==> src/sv/bepsq_pkg.sv <==
// Shared types and constants for the burst enable pending-slot queue.
`default_nettype none

package bepsq_pkg;

  localparam int SLOT_W      = 3;
  localparam int BYTE_W      = 8;
  localparam int BITSEL_W    = 3;
  localparam int EDGE_W      = 32;
  localparam int OCC_OUT_W   = 5;
  localparam int CFG_INDEX_W = 8;
  localparam int CFG_DATA_W  = 8;

  // Item kinds
  localparam logic KIND_WRITE = 1'b0;
  localparam logic KIND_TAKE  = 1'b1;

  // Register indexes
  localparam logic [CFG_INDEX_W-1:0] REG_DL_BIT = CFG_INDEX_W'(0);
  localparam logic [CFG_INDEX_W-1:0] REG_UL_BIT = CFG_INDEX_W'(1);

  // Reset values of the bit-position registers
  localparam logic [BITSEL_W-1:0] DL_BIT_RESET = BITSEL_W'(0);
  localparam logic [BITSEL_W-1:0] UL_BIT_RESET = BITSEL_W'(1);

  typedef struct packed {
    logic              kind;
    logic [BYTE_W-1:0] tsp_byte;
    logic [SLOT_W-1:0] timeslot;
  } in_word_t;

  typedef struct packed {
    logic                 match_found;
    logic                 downlink_enable;
    logic                 uplink_enable;
    logic [EDGE_W-1:0]    rising_edge_count;
    logic [OCC_OUT_W-1:0] pending_count;
    logic                 dropped_oldest;
  } out_word_t;

  typedef struct packed {
    logic [CFG_INDEX_W-1:0] reg_index;
    logic [CFG_DATA_W-1:0]  wdata;
  } cfg_word_t;

  // Per-cell control from the queue controller
  typedef struct packed {
    logic load;
    logic shift;
  } cell_ctl_t;

endpackage

`default_nettype wire

==> src/sv/bepsq_if.sv <==
// Valid/ready channel interfaces for input items, results and register writes.
`default_nettype none

interface bepsq_in_if import bepsq_pkg::*; ();
  logic     valid;
  logic     ready;
  in_word_t payload;
  modport source (output valid, output payload, input ready);
  modport sink (input valid, input payload, output ready);
endinterface

interface bepsq_out_if import bepsq_pkg::*; ();
  logic      valid;
  logic      ready;
  out_word_t payload;
  modport source (output valid, output payload, input ready);
  modport sink (input valid, input payload, output ready);
endinterface

interface bepsq_cfg_if import bepsq_pkg::*; ();
  logic      valid;
  logic      ready;
  cfg_word_t payload;
  modport source (output valid, output payload, input ready);
  modport sink (input valid, input payload, output ready);
endinterface

`default_nettype wire

==> src/sv/bepsq_cell.sv <==
// One queue cell: holds a timeslot, compares it to the key, loads or shifts down.
`default_nettype none

module bepsq_cell import bepsq_pkg::*; (
  input  wire logic              clk,
  input  wire cell_ctl_t         ctl,
  input  wire logic [SLOT_W-1:0] new_slot,
  input  wire logic [SLOT_W-1:0] upper_slot,
  input  wire logic [SLOT_W-1:0] key,
  input  wire logic              occupied,
  output logic      [SLOT_W-1:0] slot,
  output logic                   hit
);

  assign hit = occupied && (slot == key);

  // load wins over shift: on a full push the top cell takes the new word
  always_ff @(posedge clk) begin
    priority if (ctl.load) begin
      slot <= new_slot;
    end else if (ctl.shift) begin
      slot <= upper_slot;
    end else begin
      slot <= slot;
    end
  end

endmodule

`default_nettype wire

==> src/sv/burst_enable_pending_slot_queue.sv <==
// Top level: enable pins, rising-edge counter and a row of pending-slot cells.
// The block accepts one item per clock whenever its result register is empty
// or being drained in the same cycle; an item's result is registered and appears
// in the cycle after acceptance. A push, a drop of the oldest entry and a take
// with removal all complete in the accepting cycle because every cell of the row
// compares its timeslot against the key in parallel and shifts from its newer
// neighbor. The row has QUEUE_DEPTH-1 cells, cell 0 holding the oldest entry;
// there is no clearing pass after reset. Register writes are taken in every cycle.
`default_nettype none

module burst_enable_pending_slot_queue import bepsq_pkg::*; #(
  parameter int QUEUE_DEPTH = 32
) (
  input  wire logic   clk,
  input  wire logic   rst,
  bepsq_in_if.sink    item,
  bepsq_out_if.source result,
  bepsq_cfg_if.sink   cfg
);

  localparam int NCELL = QUEUE_DEPTH - 1;
  localparam int CNT_W = $clog2(QUEUE_DEPTH);

  logic [BITSEL_W-1:0] dl_bit;
  logic [BITSEL_W-1:0] ul_bit;
  logic                dl_pin;
  logic                ul_pin;
  logic [EDGE_W-1:0]   edge_cnt;
  logic [CNT_W-1:0]    count;

  logic [SLOT_W-1:0]   slot_q [NCELL];
  cell_ctl_t           ctl [NCELL];
  logic [NCELL-1:0]    hit;
  logic [NCELL-1:0]    occupied;
  logic [NCELL-1:0]    remove_mask;

  logic                accept;
  logic                is_take;
  logic                dl_new;
  logic                ul_new;
  logic                rise;
  logic                full;
  logic                push;
  logic                take_hit;
  logic [CNT_W-1:0]    ld_idx;
  logic [CNT_W-1:0]    count_next;
  logic [EDGE_W-1:0]   edge_next;
  logic [CNT_W+OCC_OUT_W-1:0] count_ext;

  assign item.ready = !result.valid || result.ready;
  assign cfg.ready  = 1'b1;
  assign accept     = item.valid && item.ready;

  assign is_take = (item.payload.kind == KIND_TAKE);
  assign dl_new  = item.payload.tsp_byte[dl_bit];
  assign ul_new  = item.payload.tsp_byte[ul_bit];
  assign rise    = !is_take && !dl_pin && dl_new;
  assign full    = (count == CNT_W'(NCELL));
  assign push    = accept && rise;
  assign take_hit = accept && is_take && (|hit);
  assign ld_idx  = full ? CNT_W'(NCELL - 1) : count;

  // Cells at and above the first hit take their newer neighbor's slot
  assign remove_mask = hit | ~(hit - NCELL'(1));

  always_comb begin
    for (int i = 0; i < NCELL; i++) begin
      occupied[i]  = (CNT_W'(i) < count);
      ctl[i].load  = push && (ld_idx == CNT_W'(i));
      ctl[i].shift = (push && full) || (take_hit && remove_mask[i]);
    end
  end

  always_comb begin
    priority if (push && !full) begin
      count_next = count + CNT_W'(1);
    end else if (take_hit) begin
      count_next = count - CNT_W'(1);
    end else begin
      count_next = count;
    end
  end

  assign edge_next = push ? edge_cnt + EDGE_W'(1) : edge_cnt;
  assign count_ext = {{OCC_OUT_W{1'b0}}, count_next};

  for (genvar i = 0; i < NCELL; i++) begin : g_cell
    logic [SLOT_W-1:0] upper;
    if (i == NCELL - 1) begin : g_top
      assign upper = '0;
    end else begin : g_mid
      assign upper = slot_q[i+1];
    end

    bepsq_cell u_cell (
      .clk        (clk),
      .ctl        (ctl[i]),
      .new_slot   (item.payload.timeslot),
      .upper_slot (upper),
      .key        (item.payload.timeslot),
      .occupied   (occupied[i]),
      .slot       (slot_q[i]),
      .hit        (hit[i])
    );
  end

  always_ff @(posedge clk) begin
    if (rst) begin
      dl_bit       <= DL_BIT_RESET;
      ul_bit       <= UL_BIT_RESET;
      dl_pin       <= 1'b0;
      ul_pin       <= 1'b0;
      edge_cnt     <= '0;
      count        <= '0;
      result.valid <= 1'b0;
    end else begin
      if (cfg.valid) begin
        unique case (cfg.payload.reg_index)
          REG_DL_BIT: dl_bit <= cfg.payload.wdata[BITSEL_W-1:0];
          REG_UL_BIT: ul_bit <= cfg.payload.wdata[BITSEL_W-1:0];
          default: ;
        endcase
      end

      if (accept) begin
        if (!is_take) begin
          dl_pin <= dl_new;
          ul_pin <= ul_new;
        end
        edge_cnt     <= edge_next;
        count        <= count_next;
        result.valid <= 1'b1;
      end else if (result.ready) begin
        result.valid <= 1'b0;
      end
    end
  end

  // Result word: hold until taken
  always_ff @(posedge clk) begin
    if (accept) begin
      result.payload.match_found       <= take_hit;
      result.payload.downlink_enable   <= is_take ? dl_pin : dl_new;
      result.payload.uplink_enable     <= is_take ? ul_pin : ul_new;
      result.payload.rising_edge_count <= edge_next;
      result.payload.pending_count     <= count_ext[OCC_OUT_W-1:0];
      result.payload.dropped_oldest    <= push && full;
    end
  end

endmodule

`default_nettype wire
==> src/flat_wrapper.sv <==
// flat-port wrapper written by rule: the top's interface ports become plain ports
module burst_enable_pending_slot_queue_flat import bepsq_pkg::*;
#(
  parameter int QUEUE_DEPTH = 32
)
  (clk, rst, item_valid, item_payload, item_ready, result_valid, result_payload, result_ready, cfg_valid, cfg_payload, cfg_ready);
  bepsq_in_if item_i ();
  bepsq_out_if result_i ();
  bepsq_cfg_if cfg_i ();
  input  wire logic clk;
  input  wire logic rst;
  input wire logic [$bits(item_i.valid)-1:0] item_valid;
  input wire logic [$bits(item_i.payload)-1:0] item_payload;
  output wire logic [$bits(item_i.ready)-1:0] item_ready;
  output wire logic [$bits(result_i.valid)-1:0] result_valid;
  output wire logic [$bits(result_i.payload)-1:0] result_payload;
  input wire logic [$bits(result_i.ready)-1:0] result_ready;
  input wire logic [$bits(cfg_i.valid)-1:0] cfg_valid;
  input wire logic [$bits(cfg_i.payload)-1:0] cfg_payload;
  output wire logic [$bits(cfg_i.ready)-1:0] cfg_ready;
  assign item_i.valid = item_valid;
  assign item_i.payload = item_payload;
  assign item_ready = item_i.ready;
  assign result_valid = result_i.valid;
  assign result_payload = result_i.payload;
  assign result_i.ready = result_ready;
  assign cfg_i.valid = cfg_valid;
  assign cfg_i.payload = cfg_payload;
  assign cfg_ready = cfg_i.ready;
  burst_enable_pending_slot_queue #(.QUEUE_DEPTH(QUEUE_DEPTH)) u_core (.clk(clk), .rst(rst), .item(item_i), .result(result_i), .cfg(cfg_i));
endmodule
==> config.mk <==
export PLATFORM = sky130hd
export DESIGN_NAME = burst_enable_pending_slot_queue_flat
export DESIGN_NICKNAME = d
export VERILOG_FILES = /design/src/sv/bepsq_pkg.sv /design/src/sv/bepsq_if.sv /design/src/sv/bepsq_cell.sv /design/src/sv/burst_enable_pending_slot_queue.sv /design/src/flat_wrapper.sv
export SDC_FILE = /design/constraint.sdc
export NUM_CORES = 1
export LEC_CHECK = 0
export ABC_AREA = 1
export ABC_CLOCK_PERIOD_IN_PS = 7200
export BUFFER_PORTS_ARGS = -buffer_cell sky130_fd_sc_hd__buf_4
export CORE_AREA = 3 3 136 138
export CTS_BUF_LIST = sky130_fd_sc_hd__clkbuf_4 sky130_fd_sc_hd__clkbuf_8
export DETAILED_ROUTE_END_ITERATION = 10
export DIE_AREA = 0 0 139 141
export PLACE_DENSITY = 0.79
export SLEW_MARGIN = 25
export SYNTH_ARGS = -nofsm -noshare
export SYNTH_HDL_FRONTEND = slang
export SYNTH_SLANG_ARGS = --single-unit
==> constraint.sdc <==
create_clock -name clk -period 7.2 [get_ports clk]
set_input_delay 0.72 -clock clk [delete_from_list [all_inputs] [get_ports clk]]
set_output_delay 0.72 -clock clk [all_outputs]
set_load 0.01 [all_outputs]
# --- Yosys cells after proc, flatten, opt, wreduce, memory -nomap -nowiden ---
# Cells that the tools add are included.
totals:
  wordCells: 394
  input_bits: 33
  register_bits: 180
  output_inout_bits: 44
classes:
  reduce_logical: 174
  eq_ne: 63
  bitwise_logic: 2
  order_cmp: 33
  add_sub_neg: 4
  muxes: 74
ops:
  columns: ["op", "n"]
  rows:
  - ["$mux 3", 62]
  - ["$logic_and 1x1->1", 101]
  - ["$eq 3x3->1", 31]
  - ["$eq 5x5->1 const B", 16]
  - ["$lt 5x5->1 const A", 15]
  - ["$reduce_bool 2->1", 32]
  - ["$eq 5x4->1 const B", 8]
  - ["$lt 4x5->1 const A", 8]
  - ["$add 32x1->32 const B", 1]
  - ["$logic_or 1x1->1", 32]
  - ["$mux 32", 1]
  - ["$not 31->31", 1]
  - ["$or 31x31->31", 1]
  - ["$reduce_or 31->1", 1]
  - ["$sub 31x1->31 const B", 1]
  - ["$eq 5x3->1 const B", 4]
  - ["$lt 3x5->1 const A", 4]
  - ["$mux 5", 3]
  - ["$eq 5x2->1 const B", 2]
  - ["$lt 1x5->1 const A", 2]
  - ["$lt 2x5->1 const A", 2]
  - ["$eq 8x1->1 const B", 1]
  - ["$logic_not 8->1", 1]
  - ["$lt 3x4->1 const B", 2]
  - ["8 further kinds", 18]

# --- Depth between registers and ports, before layout ---
depth:
  word_depth: 9
  depth_mapped: 18
  ltp_nobuf: 16

# --- Cells and area by module ---
# Synthesis repeated with hierarchy kept, for this count alone.
unflattened:
  hier_cells: 1750
  area_unflattened_um2: 11735.0
by_module_without_submodules:
  columns: ["mod", "seq_area_each_um2", "cells_each", "area_per_inst_um2", "instances"]
  rows:
  - ["bepsq_cell", 90.1, 30, 203.9, 31]
  - ["burst_enable_pending_slot_queue", 2152.1, 820, 5412.7, 1]

# --- Worst setup path after synthesis ---
# Ideal clock, no wire load.
synth_path:
  kind: "input to register"
  startpoint: "input result_ready"
  endpoint: "register u_core.g_cell[7].u_cell.slot[0], enable pin"
  t_required_ns: 6.866
  arrival_ns: 2.902
  slack_ns: 3.964
  path_buffers: 1
  cell_stages: 9
  cell_sequence: "inv_1 nand2_1 nand2_1 inv_1 nand4_2 nor2_1 buf_2 nand2_1 o211ai_1"
synth_via:
  elab_chain_cells: 7
  word_cells_on_any_way: 10
  cone_classes: "reduce/logical (10)"
synth_rtl:
  columns: ["element", "line_no", "text"]
  rows:
  - ["start, declared", "flat_wrapper.sv:17", "input wire logic [$bits(result_i.ready)-1:0] result_ready;"]
  - ["$logic_or 1x1->1 *", "burst_enable_pending_slot_queue.sv:50", "assign item.ready = !result.valid || result.ready;"]
  - ["named net item_ready", "flat_wrapper.sv:14", "output wire logic [$bits(item_i.ready)-1:0] item_ready;"]
  - ["$logic_and 1x1->1 *", "burst_enable_pending_slot_queue.sv:52", "assign accept = item.valid && item.ready;"]
  - ["named net u_core.accept", "burst_enable_pending_slot_queue.sv:37", "logic accept;"]
  - ["$logic_and 1x1->1 (2 in series)", "burst_enable_pending_slot_queue.sv:60", "assign take_hit = accept && is_take && (|hit);"]
  - ["$logic_and 1x1->1", "burst_enable_pending_slot_queue.sv:70", "ctl[i].shift = (push && full) || (take_hit && remove_mask[i]);"]
  - ["$logic_or 1x1->1", "burst_enable_pending_slot_queue.sv:70", null]
  - ["$reduce_bool 2->1 (no line) *", null, null]
  - ["end signal, assigned", "bepsq_cell.sv:20", "slot <= new_slot;"]
  - ["end signal, assigned", "bepsq_cell.sv:22", "slot <= upper_slot;"]
  - ["end signal, assigned", "bepsq_cell.sv:24", "slot <= slot;"]
  - ["end, declared", "bepsq_cell.sv:11", "output logic [SLOT_W-1:0] slot,"]
# The timed path passes the listed nets; every way through them passes the cells marked *.
# A chain may end at the register's enable or synchronous reset.

# --- Worst setup path after layout ---
layout_path:
  startpoint: "input result_ready"
  endpoint: "register u_core.g_cell[6].u_cell.slot[0], enable pin"
layout_via:
  elab_chain_cells: 7
  word_cells_on_any_way: 10
  cone_classes: "reduce/logical (10)"
layout_rtl:
  columns: ["element", "line_no"]
  rows:
  - ["$logic_or 1x1->1 *", "burst_enable_pending_slot_queue.sv:50"]
  - ["$logic_and 1x1->1 *", "burst_enable_pending_slot_queue.sv:52"]
  - ["named net u_core.accept", "burst_enable_pending_slot_queue.sv:37"]
  - ["$logic_and 1x1->1 (2 in series)", "burst_enable_pending_slot_queue.sv:60"]
  - ["$logic_and 1x1->1", "burst_enable_pending_slot_queue.sv:70"]
  - ["$logic_or 1x1->1", "burst_enable_pending_slot_queue.sv:70"]
  - ["$reduce_bool 2->1 (no line) *", null]
  - ["end signal, assigned", "bepsq_cell.sv:20"]
  - ["end signal, assigned", "bepsq_cell.sv:22"]
  - ["end signal, assigned", "bepsq_cell.sv:24"]
  - ["end, declared", "bepsq_cell.sv:11"]
# Marks and branches as above.

==> metrics.md <==
| Metric | Value |
|---|---|
| Total grt overflow | `0` |
| Worst Setup Start Kind | `input port` |
| Pwr Density | `186 nW/um^2` |
| Fin nets | `around 1,400` |
| H-tree Lvls | `4` |
| Hold WS | `0.471 ns` |
| Slew headroom | `0.245` |
| Post-Route Skew | `0.0171 ns` |
| Num CTS Buffers | `17` |
| Starting DRT DRC Count | `965` |
| Setup_tns | `0 ns` |
| Post-CTS Hold Buffers | `0` |
| Most common cell after layout, fill and taps aside | `nand2_1` |
| Die area | `19,600 um^2` |
| Initial Utilization | `0.603` |
| Syn avg cell area | `7.67 um^2` |
| GR Util All Layers | `0.254` |
| Crit path time final | `about 4.2 ns` |
| Fin. Hold Viols | `0` |
| CP endpoint kind | `flip-flop` |
| Status | `finished, final reports clean` |
| Core Area | `around 17,000 um^2` |
| IO Pins | `between 70 and 80` |
| CTS Root Buffer Type | `clkbuf_8` |
| Post-route ant nets | `0` |
| Clock Sinks | `180` |
| Setup-failing EPs final | `0` |
| RSZ-0062 raised after global routing | `false` |
| Syn Inst Count | `roughly 1,400` |
| Via count | `around 9,000` |
| Drt drc | `0` |
| Vias in the first global route | `between 8,000 and 9,000` |
| Setup Buffers After CTS | `0` |
| Max Cap Viol | `0` |
| Die X | `about 140 um` |
| Period utilization | `0.581` |
| Worst-margin pin slew | `roughly 1.1 ns` |
| PortBufs | `70` |
| Cell Rows | `48` |
| Final WL | `roughly 25 mm` |
| CP max FO | `44` |
| GPL Wtd Cong | `just over 1` |
| Largest net degree at the start of global routing | `54` |
| 1st-pass router iterations | `7` |
| Clk Latency, worst-skew pair | `0.48 ns` |
| Wire length per cell | `15.4 um` |
| Dpl hpwl | `around 17 mm` |
| Yosys reg bits | `180` |
| CTS max path bufs | `2` |
| Distinct cells, synth | `36` |
| Maximum vdd drop | `between 0.1 and 0.15 mV` |
| Vias per cell | `roughly 5.5` |
| Resized Gates After CTS | `0` |
| Slew Viols, Final | `0` |
| Fmax | `about 240 MHz` |
| Synth Cell Area | `between 10,000 and 15,000 um^2` |
| CP Data Required Time | `about 7.3 ns` |
| Worst Setup Path Type | `in -> reg` |
| Seq/Total Area, Yosys | `0.474` |
| TritonCTS clock tree | `yes` |
| Ratio of cells with drive above 1 in the final layout | `0.0991` |
| Die Ht | `about 140 um` |
| Syn nets | `1,399` |
| Initial antenna violation count | `0` |
| Global-route wire length before repair | `between 40 and 50 mm` |
| Clk slew on worst S/H paths | `approximately 0.090 ns` |
| Ant. Diodes | `0` |
| Synth warn | `0` |
| Worst path arrival time | `between 4 and 5 ns` |
| Most frequent cells in the layout | `449 x nand2_1, 157 x nor2_1, 141 x inv_1` |
| Worst hold path type | `in -> reg` |
| Area growth, synth to finish | `8.21%` |
| Leakage power | `5.20 nW` |
==> per-stage QoR <==
step / util / setup slack (ns) / total power, mW / instance area (um^2) / std cells
2_1_floorplan: - / 3.96 / 1.35 / 10400 / 1360
3_3_place_gp: 0.631 / 2.71 / 1.43 / 10900 / 1606
3_5_place_dp: 0.631 / 2.69 / 1.43 / 10900 / 1606
4_1_cts: 0.653 / 3.18 / 2.10 / 11300 / 1638
5_1_grt: 0.653 / 2.71 / 2.17 / 11300 / 1638
6_report: 0.653 / 3.02 / 2.10 / 11300 / 1638
==> worst max-delay path: stages <==
cell and delay [ns]:
buf_4 0.08, inv_1 0.03, nand2_1 0.08, nand2_1 0.13, inv_2 0.74, nand4_2 0.63
nor2_1 0.42, clkinv_1 0.92, o211ai_1 0.56
==> cell families after synthesis <==
| logic type | synth area share |
|---|---|
| flip-flops | 0.474 |
| buffers and inverters | 0.0879 |
| XOR/XNOR | 0.0537 |
| AO/OA/AOI/OAI | 0.0815 |
| adder cells (fa/ha/maj) | 0.00719 |
| AND/OR/NAND/NOR | 0.296 |
| other | 0.000359 |
==> layout make-up <==
class / count / area (um^2)
inverters: 154 / 586
repair buffers: 70 / 526
well taps: 225 / 282
multi-input cells: 977 / 4570
clock inverters: 14 / 140
fillers: 1471 / 6000
flip-flops and latches: 180 / 4940
clock buffers: 18 / 241
==> registers in the layout, indices dropped and copies added, names as in the netlist <==
signal and count:
u_core.ul_pin 1, u_core.ul_bit 3, u_core.dl_bit 3, u_core.edge_cnt 32, u_core.g_cell.u_cell.slot 93, u_core.result.payload 41
u_core.count 5, u_core.dl_pin 1, u_core.result.valid 1
==> Yosys cell counts, drive strengths merged <==
library cell	instances	share of area
a211oi	1	0.00072
a21oi	27	0.013
and2	4	0.0024
buf	33	0.026
clkbuf	16	0.0058
conb	1	0.00036
dfxtp	46	0.088
edfxtp	134	0.39
ha	6	0.0072
inv	154	0.056
nand2	454	0.17
nand3	80	0.040
nand4	15	0.0096
nor2	173	0.068
nor3	14	0.0072
nor3b	2	0.0014
nor4	2	0.0012
o211ai	11	0.0079
o21ai	120	0.058
o22ai	1	0.00060
o31ai	2	0.0014
xnor2	19	0.016
xor2	45	0.038
==> per-layer routing <==
metal  part of all wire  track usage  wire length (um)  up-vias
li1                   -            -                 -     4454
met1               0.43        0.346             10700     4094
met2               0.47        0.425             11900      343
met3              0.082       0.0414              2060       41
met4              0.018       0.0721               463        0
met5                  0            0                 0        -
==> where the power goes <==
group | total, mW | internal [mW] | leakage [nW] | switching (mW)
Clock | 0.683 | 0.288 | 0.186 | 0.395
Combinational | 0.261 | 0.0799 | 3.38 | 0.182
Sequential | 1.15 | 1.13 | 1.63 | 0.0213
Total | 2.10 | 1.50 | 5.20 | 0.598
==> final timing paths <==
path | from | end | slack, ns | cells after the start
worst max register to register | u_core.result.valid | u_core.g_cell[6].u_cell.slot[0] | 3.04 | 7
worst min register to register | u_core.dl_bit[2] | u_core.dl_bit[2] | 0.48 | 2
worst min-delay path | cfg_payload[0] | u_core.ul_bit[0] | 0.47 | 3
worst max-delay path | result_ready | u_core.g_cell[6].u_cell.slot[0] | 3.02 | 9
No activity file was read; power rests on OpenSTA's default activity.
